## src/hw/rtl/qve_pkg.sv

```systemverilog
// ----------------------------------------------------------------------------
// qve_pkg
// shared types and constants of the quadrature velocity estimator
// ----------------------------------------------------------------------------
`default_nettype none

package qve_pkg;

    // stream payload widths
    localparam int IN_DATA_W  = 24;   // level_a, level_b, period, zero fill
    localparam int OUT_DATA_W = 80;   // velocity, angle

    // field widths
    localparam int PERIOD_W = 20;
    localparam int VEL_W    = 32;
    localparam int ANGLE_W  = 48;
    localparam int RPC_W    = 24;
    localparam int FF_W     = 16;

    // configuration port
    localparam int               CFG_IDX_W  = 2;
    localparam int               CFG_DATA_W = 24;
    localparam [CFG_IDX_W-1:0]   REG_RPC    = 2'd0;
    localparam [CFG_IDX_W-1:0]   REG_FF     = 2'd1;
    localparam [RPC_W-1:0]       RPC_RESET  = 24'd1608;
    localparam [FF_W-1:0]        FF_RESET   = 16'd62259;

    // item kinds carried in tuser
    localparam logic OP_EDGE = 1'b0;
    localparam logic OP_TICK = 1'b1;

    // arithmetic
    localparam int           MAG_MAX_W  = 56;            // widest |count| * rpc
    localparam int           RATE_NUM_W = 14;
    localparam [RATE_NUM_W-1:0] RATE_NUM = 14'd15625;    // 10^6 / 64
    localparam int           NUM_W      = MAG_MAX_W + RATE_NUM_W;
    localparam int           DIVSR_W    = 22;            // 4 * period
    localparam [31:0]        WEIGHT_ONE = 32'h0001_0000;

    // shared divider step
    localparam int           DIV_W      = 32;
    localparam int           ITER_W     = 5;
    localparam [ITER_W-1:0]  ITER_LAST  = 5'(DIV_W - 1);

    typedef struct packed {
        logic [DIV_W-1:0] rem;   // partial remainder
        logic [DIV_W-1:0] acc;   // dividend bits out at the top, quotient bits in below
    } div_t;

endpackage

`default_nettype wire

```

## src/hw/rtl/qve_div_step.sv

```systemverilog
// ----------------------------------------------------------------------------
// qve_div_step
// one restoring division step, shared by both divisions of a sample tick
// ----------------------------------------------------------------------------
`default_nettype none

module qve_div_step (
    input  wire qve_pkg::div_t               cur,
    input  wire logic [qve_pkg::DIV_W-1:0]   divisor,
    output qve_pkg::div_t                    nxt
);

    logic [qve_pkg::DIV_W:0] shifted;
    logic [qve_pkg::DIV_W:0] trial;
    logic                    ge;

    always_comb
    begin
        shifted = {cur.rem, cur.acc[qve_pkg::DIV_W-1]};
        ge      = shifted >= {1'b0, divisor};
        trial   = shifted - {1'b0, divisor};
        nxt.rem = ge ? trial[qve_pkg::DIV_W-1:0] : shifted[qve_pkg::DIV_W-1:0];
        nxt.acc = {cur.acc[qve_pkg::DIV_W-2:0], ge};
    end

endmodule

`default_nettype wire

```

## src/hw/rtl/quadrature_velocity_estimator.sv

```systemverilog
// ----------------------------------------------------------------------------
// quadrature_velocity_estimator
// encoder edge counter, angle accumulator and forgetting-average velocity
// ----------------------------------------------------------------------------
// encoder edge transaction: no result, the block stays ready for the next transaction
// sample tick transaction: result goes through MUL1, MUL2, LD1, DIV1, VEL, DIV2 and FIN,
//   two 32-step passes through the single shared divider step; FIN holds under backpressure
// throughput: one edge per cycle while idle; a tick blocks new items until its result is out
// reset: async active low, clears count, angle, velocity, weight, output valid;
//   registers go back to radians_per_count 1608 and forgetting_factor 62259
// ----------------------------------------------------------------------------
`default_nettype none

module quadrature_velocity_estimator #(
    parameter int COUNT_WIDTH = 16
) (
    input  wire logic                              clk,
    input  wire logic                              rst_n,

    // input stream
    input  wire logic                              s_tvalid,
    output logic                                   s_tready,
    input  wire logic [qve_pkg::IN_DATA_W-1:0]     s_tdata,   // level_a, level_b, sample_period_us[19:0], pad
    input  wire logic                              s_tuser,   // operation

    // result stream
    output logic                                   m_tvalid,
    input  wire logic                              m_tready,
    output logic [qve_pkg::OUT_DATA_W-1:0]         m_tdata,   // angular_velocity[31:0], angle[47:0]

    // configuration
    input  wire logic                              cfg_write,
    input  wire logic [qve_pkg::CFG_IDX_W-1:0]     cfg_index,
    input  wire logic [qve_pkg::CFG_DATA_W-1:0]    cfg_data
);

    localparam int MAG_W = COUNT_WIDTH + qve_pkg::RPC_W;

    localparam logic signed [COUNT_WIDTH-1:0] CNT_MAX = {1'b0, {(COUNT_WIDTH-1){1'b1}}};
    localparam logic signed [COUNT_WIDTH-1:0] CNT_MIN = {1'b1, {(COUNT_WIDTH-1){1'b0}}};

    // sequencer states
    localparam logic [2:0] ST_IDLE = 3'd0;   // takes transactions
    localparam logic [2:0] ST_MUL1 = 3'd1;   // step magnitude, weight product
    localparam logic [2:0] ST_MUL2 = 3'd2;   // rate numerator, angle, weight
    localparam logic [2:0] ST_LD1  = 3'd3;   // set up rate division
    localparam logic [2:0] ST_DIV1 = 3'd4;   // rate = numerator / (4 * period)
    localparam logic [2:0] ST_VEL  = 3'd5;   // clamp rate, form difference
    localparam logic [2:0] ST_DIV2 = 3'd6;   // delta = |diff| * 2^16 / weight
    localparam logic [2:0] ST_FIN  = 3'd7;   // apply delta, present result

    // ------------------------------------------------------------------
    // registers
    // ------------------------------------------------------------------
    logic [2:0]                          state_reg, state_next;
    logic signed [COUNT_WIDTH-1:0]       count_reg, count_next;
    logic [qve_pkg::ANGLE_W-1:0]         angle_reg, angle_next;
    logic signed [qve_pkg::VEL_W-1:0]    vel_reg, vel_next;
    logic [31:0]                         weight_reg, weight_next;
    logic [qve_pkg::RPC_W-1:0]           rpc_reg, rpc_next;
    logic [qve_pkg::FF_W-1:0]            ff_reg, ff_next;
    logic                                m_tvalid_reg, m_tvalid_next;
    logic [qve_pkg::OUT_DATA_W-1:0]      out_reg, out_next;

    // working registers of one tick, no reset needed
    logic [qve_pkg::PERIOD_W-1:0]        period_reg, period_next;
    logic                                neg_reg, neg_next;      // sign of the step
    logic [MAG_W-1:0]                    mag_reg, mag_next;      // |count| * rpc, Q.24
    logic [47:0]                         wprod_reg, wprod_next;  // lambda * weight
    logic [qve_pkg::NUM_W-1:0]           num_reg, num_next;      // |step| * 15625
    logic [qve_pkg::DIVSR_W-1:0]         dvs_reg, dvs_next;      // 4 * period
    logic                                sat_reg, sat_next;      // rate quotient too big
    logic                                dneg_reg, dneg_next;    // sign of rate - velocity
    qve_pkg::div_t                       div_reg, div_next;
    logic [qve_pkg::ITER_W-1:0]          iter_reg, iter_next;

    // ------------------------------------------------------------------
    // shared divider step
    // ------------------------------------------------------------------
    logic [qve_pkg::DIV_W-1:0] divisor;
    qve_pkg::div_t             div_step;

    assign divisor = (state_reg == ST_DIV2) ? weight_reg
                                            : qve_pkg::DIV_W'(dvs_reg);

    qve_div_step u_div_step (
        .cur     (div_reg),
        .divisor (divisor),
        .nxt     (div_step)
    );

    // ------------------------------------------------------------------
    // datapath and sequencer
    // ------------------------------------------------------------------
    logic                                accept;
    logic                                level_a;
    logic                                level_b;
    logic [qve_pkg::PERIOD_W-1:0]        period_in;
    logic [COUNT_WIDTH-1:0]              count_abs;
    logic [qve_pkg::MAG_MAX_W-1:0]       mag_wide;
    logic [qve_pkg::MAG_MAX_W:0]         mag_round;
    logic [32:0]                         weight_sum;
    logic [qve_pkg::PERIOD_W-1:0]        period_nz;
    logic [31:0]                         rate_mag;
    logic [33:0]                         rate_s;
    logic [33:0]                         diff_s;
    logic [33:0]                         diff_abs;
    logic [33:0]                         delta_s;
    logic [33:0]                         vel_sum;

    assign s_tready  = (state_reg == ST_IDLE);
    assign accept    = s_tvalid && s_tready;
    assign level_a   = s_tdata[0];
    assign level_b   = s_tdata[1];
    assign period_in = s_tdata[qve_pkg::PERIOD_W+1:2];

    always_comb
    begin
        state_next    = state_reg;
        count_next    = count_reg;
        angle_next    = angle_reg;
        vel_next      = vel_reg;
        weight_next   = weight_reg;
        rpc_next      = rpc_reg;
        ff_next       = ff_reg;
        m_tvalid_next = m_tvalid_reg;
        out_next      = out_reg;
        period_next   = period_reg;
        neg_next      = neg_reg;
        mag_next      = mag_reg;
        wprod_next    = wprod_reg;
        num_next      = num_reg;
        dvs_next      = dvs_reg;
        sat_next      = sat_reg;
        dneg_next     = dneg_reg;
        div_next      = div_reg;
        iter_next     = iter_reg;

        count_abs  = count_reg[COUNT_WIDTH-1] ? COUNT_WIDTH'(-count_reg) : count_reg;
        mag_wide   = qve_pkg::MAG_MAX_W'(mag_reg);
        mag_round  = {1'b0, mag_wide} + (qve_pkg::MAG_MAX_W+1)'(128);
        weight_sum = {1'b0, wprod_reg[47:16]} + {1'b0, qve_pkg::WEIGHT_ONE};
        period_nz  = (period_reg == '0) ? qve_pkg::PERIOD_W'(1) : period_reg;

        // rate magnitude clamped so the signed value stays in 32 bits
        if (neg_reg)
            rate_mag = (sat_reg || div_reg.acc > 32'h8000_0000) ? 32'h8000_0000
                                                                 : div_reg.acc;
        else
            rate_mag = (sat_reg || div_reg.acc[31]) ? 32'h7FFF_FFFF : div_reg.acc;
        rate_s   = neg_reg ? -{2'b00, rate_mag} : {2'b00, rate_mag};
        diff_s   = rate_s - {{2{vel_reg[31]}}, vel_reg};
        diff_abs = diff_s[33] ? -diff_s : diff_s;

        delta_s  = dneg_reg ? -{2'b00, div_reg.acc} : {2'b00, div_reg.acc};
        vel_sum  = {{2{vel_reg[31]}}, vel_reg} + delta_s;

        // result drains independently of the sequencer
        if (m_tvalid_reg && m_tready)
            m_tvalid_next = 1'b0;

        // configuration writes: the user must write only while idle, the block itself does not enforce it
        if (cfg_write)
        begin
            case (cfg_index)
                qve_pkg::REG_RPC: rpc_next = cfg_data[qve_pkg::RPC_W-1:0];
                qve_pkg::REG_FF:  ff_next  = cfg_data[qve_pkg::FF_W-1:0];
                default:          ;
            endcase
        end

        case (state_reg)
            ST_IDLE:
            begin
                if (accept)
                begin
                    if (s_tuser == qve_pkg::OP_TICK)
                    begin
                        period_next = period_in;
                        state_next  = ST_MUL1;
                    end
                    else if (level_a != level_b)
                    begin
                        if (count_reg != CNT_MAX)
                            count_next = count_reg + COUNT_WIDTH'(1);
                    end
                    else
                    begin
                        if (count_reg != CNT_MIN)
                            count_next = count_reg - COUNT_WIDTH'(1);
                    end
                end
            end

            ST_MUL1:
            begin
                neg_next   = count_reg[COUNT_WIDTH-1];
                mag_next   = MAG_W'(count_abs) * MAG_W'(rpc_reg);
                wprod_next = 48'(ff_reg) * 48'(weight_reg);
                count_next = '0;
                state_next = ST_MUL2;
            end

            ST_MUL2:
            begin
                num_next = qve_pkg::NUM_W'(mag_wide) * qve_pkg::NUM_W'(qve_pkg::RATE_NUM);
                // angle step rounded half away from zero, Q.24 to Q.16
                if (neg_reg)
                    angle_next = angle_reg - mag_round[qve_pkg::ANGLE_W+7:8];
                else
                    angle_next = angle_reg + mag_round[qve_pkg::ANGLE_W+7:8];
                weight_next = weight_sum[32] ? 32'hFFFF_FFFF : weight_sum[31:0];
                dvs_next    = {period_nz, 2'b00};
                state_next  = ST_LD1;
            end

            ST_LD1:
            begin
                // quotient of 2^32 or more saturates the rate outright
                sat_next     = num_reg[qve_pkg::NUM_W-1:32] >=
                               (qve_pkg::NUM_W-32)'(dvs_reg);
                div_next.rem = qve_pkg::DIV_W'(num_reg[32+qve_pkg::DIVSR_W-1:32]);
                div_next.acc = num_reg[31:0];
                iter_next    = '0;
                state_next   = ST_DIV1;
            end

            ST_DIV1:
            begin
                div_next  = div_step;
                iter_next = iter_reg + qve_pkg::ITER_W'(1);
                if (iter_reg == qve_pkg::ITER_LAST)
                    state_next = ST_VEL;
            end

            ST_VEL:
            begin
                // |diff| < 2^32 and weight >= 1.0, so the top half is already reduced
                dneg_next    = diff_s[33];
                div_next.rem = {16'h0000, diff_abs[31:16]};
                div_next.acc = {diff_abs[15:0], 16'h0000};
                iter_next    = '0;
                state_next   = ST_DIV2;
            end

            ST_DIV2:
            begin
                div_next  = div_step;
                iter_next = iter_reg + qve_pkg::ITER_W'(1);
                if (iter_reg == qve_pkg::ITER_LAST)
                    state_next = ST_FIN;
            end

            ST_FIN:
            begin
                if (!m_tvalid_reg || m_tready)
                begin
                    if (!vel_sum[33] && vel_sum[32:31] != 2'b00)
                        vel_next = 32'sh7FFF_FFFF;
                    else if (vel_sum[33] && vel_sum[32:31] != 2'b11)
                        vel_next = 32'sh8000_0000;
                    else
                        vel_next = vel_sum[31:0];
                    out_next      = {angle_reg, vel_next};
                    m_tvalid_next = 1'b1;
                    state_next    = ST_IDLE;
                end
            end

            default:
            begin
                state_next = ST_IDLE;
            end
        endcase
    end

    // control and architectural state
    always_ff @(posedge clk or negedge rst_n)
    begin
        if (!rst_n)
        begin
            state_reg    <= ST_IDLE;
            count_reg    <= '0;
            angle_reg    <= '0;
            vel_reg      <= '0;
            weight_reg   <= '0;
            rpc_reg      <= qve_pkg::RPC_RESET;
            ff_reg       <= qve_pkg::FF_RESET;
            m_tvalid_reg <= 1'b0;
        end
        else
        begin
            state_reg    <= state_next;
            count_reg    <= count_next;
            angle_reg    <= angle_next;
            vel_reg      <= vel_next;
            weight_reg   <= weight_next;
            rpc_reg      <= rpc_next;
            ff_reg       <= ff_next;
            m_tvalid_reg <= m_tvalid_next;
        end
    end

    // payload and working registers
    always_ff @(posedge clk)
    begin
        out_reg    <= out_next;
        period_reg <= period_next;
        neg_reg    <= neg_next;
        mag_reg    <= mag_next;
        wprod_reg  <= wprod_next;
        num_reg    <= num_next;
        dvs_reg    <= dvs_next;
        sat_reg    <= sat_next;
        dneg_reg   <= dneg_next;
        div_reg    <= div_next;
        iter_reg   <= iter_next;
    end

    assign m_tvalid = m_tvalid_reg;
    assign m_tdata  = out_reg;

    // ------------------------------------------------------------------
    // assertions
    // ------------------------------------------------------------------

    // a tick transaction always makes the block busy on the next cycle
    assert property (@(posedge clk) disable iff (!rst_n)
        (accept && s_tuser == qve_pkg::OP_TICK) |=> !s_tready)
        else $error("tick did not start the sequencer");

    // the count is cleared before the rate division runs
    assert property (@(posedge clk) disable iff (!rst_n)
        (state_reg == ST_DIV1) |-> (count_reg == '0))
        else $error("edge count not cleared during tick");

    // once updated the weight never falls below one
    assert property (@(posedge clk) disable iff (!rst_n)
        (weight_reg != '0) |-> (weight_reg >= qve_pkg::WEIGHT_ONE))
        else $error("average weight below one");

    // a division pass runs all its steps before moving on
    assert property (@(posedge clk) disable iff (!rst_n)
        ((state_reg == ST_DIV1 || state_reg == ST_DIV2) && iter_reg != qve_pkg::ITER_LAST)
        |=> (state_reg == $past(state_reg)))
        else $error("division pass cut short");

endmodule

`default_nettype wire

```

## config.mk

```make
export PLATFORM = sky130hd
export DESIGN_NAME = quadrature_velocity_estimator
export DESIGN_NICKNAME = d
export VERILOG_FILES = /design/src/hw/rtl/qve_pkg.sv /design/src/hw/rtl/qve_div_step.sv /design/src/hw/rtl/quadrature_velocity_estimator.sv
export SDC_FILE = /design/constraint.sdc
export NUM_CORES = 2
export LEC_CHECK = 0
export ABC_AREA = 1
export BUFFER_PORTS_ARGS = -buffer_cell sky130_fd_sc_hd__buf_2
export CAP_MARGIN = 25
export CORE_MARGIN = 5
export CORE_UTILIZATION = 50
export CTS_CLUSTER_DIAMETER = 200
export CTS_CLUSTER_SIZE = 25
export DETAILED_ROUTE_END_ITERATION = 6
export HOLD_SLACK_MARGIN = 0.06
export PLACE_DENSITY = 0.66
export SYNTH_ARGS = -nofsm -noshare
export SYNTH_HDL_FRONTEND = slang
export SYNTH_SLANG_ARGS = --single-unit
```

## constraint.sdc

```tcl
create_clock -name clk -period 9.03 [get_ports clk]
set_clock_uncertainty 0.1 [all_clocks]
set_input_delay 0 -clock clk [delete_from_list [all_inputs] [get_ports clk]]
set_output_delay 0 -clock clk [all_outputs]
set_load 0.02 [all_outputs]
```

# Yosys cells after proc, flatten, opt, wreduce, memory -nomap -nowiden
# Cells that the tools add are included.
# classes
muxes	30
n_eq_ne	21
magnitude_cmp	3
addsub	14
mul	3
n_reduce_logical	24
# ops
operator	n
$mux 32	9
$pmux 64 s3	1
$mux 16	6
$mux 34	2
$neg 32->34	2
$mul 40x14->54 const B	1
$add 48x33->48	1
$mul 16x32->48	1
$mux 48	1
$sub 48x33->48	1
$add 40x8->41 const B	1
$mul 16x24->40	1
$add 34x34->34	1
$sub 34x34->34	1
$add 32x17->33 const B	1
$ge 33x32->1	1
$gt 32x32->1 const B	1
$ne 16x16->1 const B	2
$neg 32->32	1
$pmux 16 s2	1
$sub 32x32->32	1
$pmux 3 s8	1
$ge 22x22->1	1
$logic_not 20->1	1
28 further kinds	55
# word_totals
elab_cells	115
regBits	506
in_bits	56
output_inout_bits	82

# Logic depth before layout (Yosys ltp)
# depth
word_depth	10
mapped_depth	41
ltp_nobuf	38

# Hierarchy
# From an unflattened synthesis, not the netlist that was laid out.
# unflattened
hier_cells	9305
area_unflattened_um2	72539.6
# modules_own_cells
module	area_per_inst_um2	seq_area_each_um2	n_inst	cells_per_inst
quadrature_velocity_estimator	69072.5	13870.8	1	8617
qve_div_step	3467.1	0.0	1	688

# Worst setup path after synthesis
# No wires, ideal clock.
# synth_path
kind	register to register
startpoint	register count_reg[0]
endpoint	register mag_reg[39] (data pin)
required_ps	8669
setup_ps	261
synth_period_minus_slack_ps	7221
arrival_ps	6860
slack_ps	1809
n_path_buf	2
path_stages_with_launch	37
cell_sequence	dfrtp_1 > clkbuf_1 > inv_1 > ha_1 > inv_1 > nor4_1 > inv_1 > nor2_1 > a21oi_1 > xor2_1 > clkbuf_1 > nand2_1 > fa_1 > inv_1 > fa_1 > inv_1 > fa_1 > inv_1 > fa_1 > fa_1 > inv_1 > fa_1 > inv_1 > ha_1 > a21oi_1 > inv_1 > a31oi_1 > nor2_1 > nor2_1 > o21ai_0 > a21oi_1 > o21ai_0 > nand2_1 > nand2_1 > nand3_1 > nand2_1 > xor2_1
# synth_via
elab_chain_cells	3
# synth_lines
element	line	text
from (decl)	quadrature_velocity_estimator.sv:56	logic signed [COUNT_WIDTH-1:0] count_reg, count_next;
from (signal assigned)	quadrature_velocity_estimator.sv:294	count_reg <= count_next;
$neg 16->16	quadrature_velocity_estimator.sv:139	count_abs = count_reg[COUNT_WIDTH-1] ? COUNT_WIDTH'(-count_reg) : count_reg;
$mux 16 *	quadrature_velocity_estimator.sv:139	
$mul 16x24->40 *	quadrature_velocity_estimator.sv:198	mag_next = MAG_W'(count_abs) * MAG_W'(rpc_reg);
to (signal assigned)	quadrature_velocity_estimator.sv:310	mag_reg <= mag_next;
to (decl)	quadrature_velocity_estimator.sv:68	logic [MAG_W-1:0] mag_reg, mag_next;
# Every way passes the cells marked *; elsewhere a longest branch is shown, timed or not.
# A chain may end at the register's enable or synchronous reset.

# Worst setup path after layout
# layout_path
startpoint	register count_reg[1]
endpoint	register mag_reg[39] (data pin)
# Same word-level chain as after synthesis.

==> results by group <==
Run status
  – Status: complete, no violations

CTS
  – Clock tree buffer depth: 3
  – Cts repair resizes: 0
  – # H-tree levels: 1
  – CTS tree: done
  – Total CTS buffers: 23
  – Clock transition at the registers of the reported paths: 0.11 ns
  – Clock Latency Late Sink: 0.62 ns
  – Clock sink count: 490
  – Clock Root Buffer: clkbuf_16

Global routing
  – Pin count of the biggest net entering global routing: 92
  – Antenna violations before repair: 5
  – Global router's overall resource usage: 26.8%
  – First-pass GRT wire length: 324 mm
  – Gr ovfl total: 0
  – Number of global-route vias before repair: 59300

Timing
  – Final worst setup slack: 0.867 ns
  – Worst Max-Slew Pin Slew: 1.09 ns
  – Final Hold Vio Count: 0
  – Final min period: 8.16 ns
  – Part of the cycle the worst path needs: 90.4%
  – RSZ-0062 raised after global routing: false
  – Slew HR: 27.2%
  – Setup Total Neg Slack: 0 ns
  – Slew Limit Fails: 0
  – Final Setup Violations: 0
  – F_max: 123 MHz
  – Hold_ws: 0.0832 ns

Logic synthesis
  – Mean Syn Cell Area: 7.84 um^2
  – Synthesized Nets: 10600
  – Syn Inst Count: 9051
  – EDFF count, synth: 318
  – Async SR Flop Fraction: 35.1%
  – Netlist Area Pre-Place: 0.0710 mm^2
  – Sequential cell area fraction in the yosys report: 19.5%
  – Total number of yosys warnings: 0
  – Synth unique cells: 63
  – Register bit total from synthesis: 490
  – Primary FF master, synth: edfxtp_1

Die
  – Rows: 138
  – Die area: 0.150 mm^2
  – Die Ht: 387 um
  – Core Footprint: 0.141 mm^2
  – # IOs: 138
  – Starting Density: 50.2%
  – Die Span X: 387 um

Drt
  – Final ANT Viol Nets: 0
  – DR WL/cell: 18.3 um
  – DRC viols: 0
  – Via/cell ratio: 5.36
  – Vias: 58900
  – Final WL: 201 mm
  – Pre-antenna DRT Iters: 6
  – Starting DRT DRC Count: 4274

Critical path
  – Crit path top cell by count: inv_1
  – Worst path buffer plus inverter count: 7
  – Worst Path Arrival: 8.43 ns
  – WS Path Type: flip-flop to flip-flop
  – Critical path peak fanout: 16
  – Critical path's top delay family: adder cells
  – Cells on worst reg2reg path: 33
  – Crit path largest cell delay: 0.59 ns
  – R2R Setup Slk: 0.87 ns
  – Worst Setup SP: count_reg[1]
  – Crit start category: flip-flop
  – Crit end category: flip-flop
  – Crit-path slowest cell: inv_1
  – Critical Path RT: 9.30 ns
  – FF-to-FF End: mag_reg[39]
  – R2R Path Start: count_reg[1]

Place
  – GP Congestion: 0.954
  – IO Port Bufs: 135
  – Pre-CTS WS: 0.908 ns
  – DP HPWL: 164 mm

Final layout
  – Max reg flops: 80
  – Share of layout cells above drive strength 1: 4.01%
  – Footprint of the multi-input gates: 0.0489 mm^2
  – Area delta synth->final: 5.83%
  – Layout fillers: 13600
  – Register area: 0.0139 mm^2
  – Final nets: 10700
  – Most frequent cells in the layout: nand2_1 (2286), inv_1 (1904), fa_1 (903), nor2_1 (627), ha_1 (626)
  – Commonest non-fill, non-tap cell in the layout: nand2_1
  – ANT cells: 0

Min path
  – Sink of the worst hold path: rpc_reg[22]
  – Min-Delay Path Depth: 4
  – Hold Crit Class: input port to flip-flop
  – Min-delay src: cfg_data[22]

Flow run
  – Max-cap viol count: 0
==> metrics by stage <==
stage               cells  utilization (%)  area (um^2)
CTS                 11000             53.1        75000
floorplan            9051                -        71000
global route        11000             53.1        75100
finish              11000             53.1        75100
global placement    10900             52.0        73500
detailed placement  10900             52.0        73600
==> worst min-delay path, delay by kind of cell <==
family	cells	cell delay, ns
AOI/OAI and AO/OA	1	0.10
buffers and inverters	2	0.61
and+or+nand+nor	1	0.03
==> cell families (layout without fill, tap and decap cells) <==
kind of cell	count (synthesis)	count (layout)	share of synthesized area, %
DFF	490	490	19.5
buffers and inverters	2205	2249	11.8
AOI/OAI and AO/OA	1042	1042	8.18
and+or+nand+nor	3421	3421	19.5
adders and majority gates	1529	1529	36.5
xor gates and xnor gates	364	364	4.52
==> worst max path at each step <==
stage / endpoint / slack, ns / cells after the start
floorplan: mag_reg[39] / 1.81 / 36
global placement: mag_reg[39] / 0.97 / 35
detailed placement: mag_reg[39] / 0.91 / 33
CTS: mag_reg[39] / 0.87 / 33
global route: mag_reg[39] / 0.11 / 35
finish: mag_reg[39] / 0.87 / 33
==> layout make-up <==
| class | count | share of cell area [%] |
|---|---|---|
| Tap cell | 1890 | 3.15 |
| Timing Repair Buffer | 288 | 2.89 |
| Inverter | 1920 | 9.59 |
| Clock inverter | 1 | 0.0150 |
| Clock buffer | 40 | 0.851 |
| Sequential cell | 490 | 18.5 |
| Multi-Input combinational cell | 6356 | 65.0 |
==> Yosys cell counts, types with 23 or more instances <==
cell / instances / area [um^2]
nor2_1: 632 / 2370
xnor2_1: 111 / 972
ha_1: 626 / 7830
clkbuf_1: 251 / 942
inv_1: 1904 / 7150
a21o_1: 28 / 210
nand3_1: 238 / 1190
o21bai_1: 24 / 180
nand2_1: 2288 / 8590
nor3_1: 63 / 315
fa_1: 903 / 18100
edfxtp_1: 318 / 9550
xor2_1: 252 / 2210
nor4_1: 25 / 156
a31oi_1: 79 / 494
o21ai_0: 392 / 1960
dfrtp_1: 158 / 3950
nand4_1: 77 / 482
a21oi_1: 380 / 1900
o21a_1: 23 / 173
==> routing by layer <==
metal	up-vias	track usage (%)	routed length [um]
met3	334	3.06	13200
li1	27900	-	-
met5	-	0	0
met4	0	7.37	6240
met1	28700	37.5	88600
met2	1903	44.2	93200
==> timing repair <==
| item | CTS | global route |
|---|---|---|
| hold endpoints to repair | 225 | 0 |
| buffers inserted | 0 | 0 |
| hold buffers | 80 | 0 |
Power is not shown: default switching activity piles up to over one toggle a cycle in this logic, so the estimate is an artifact.
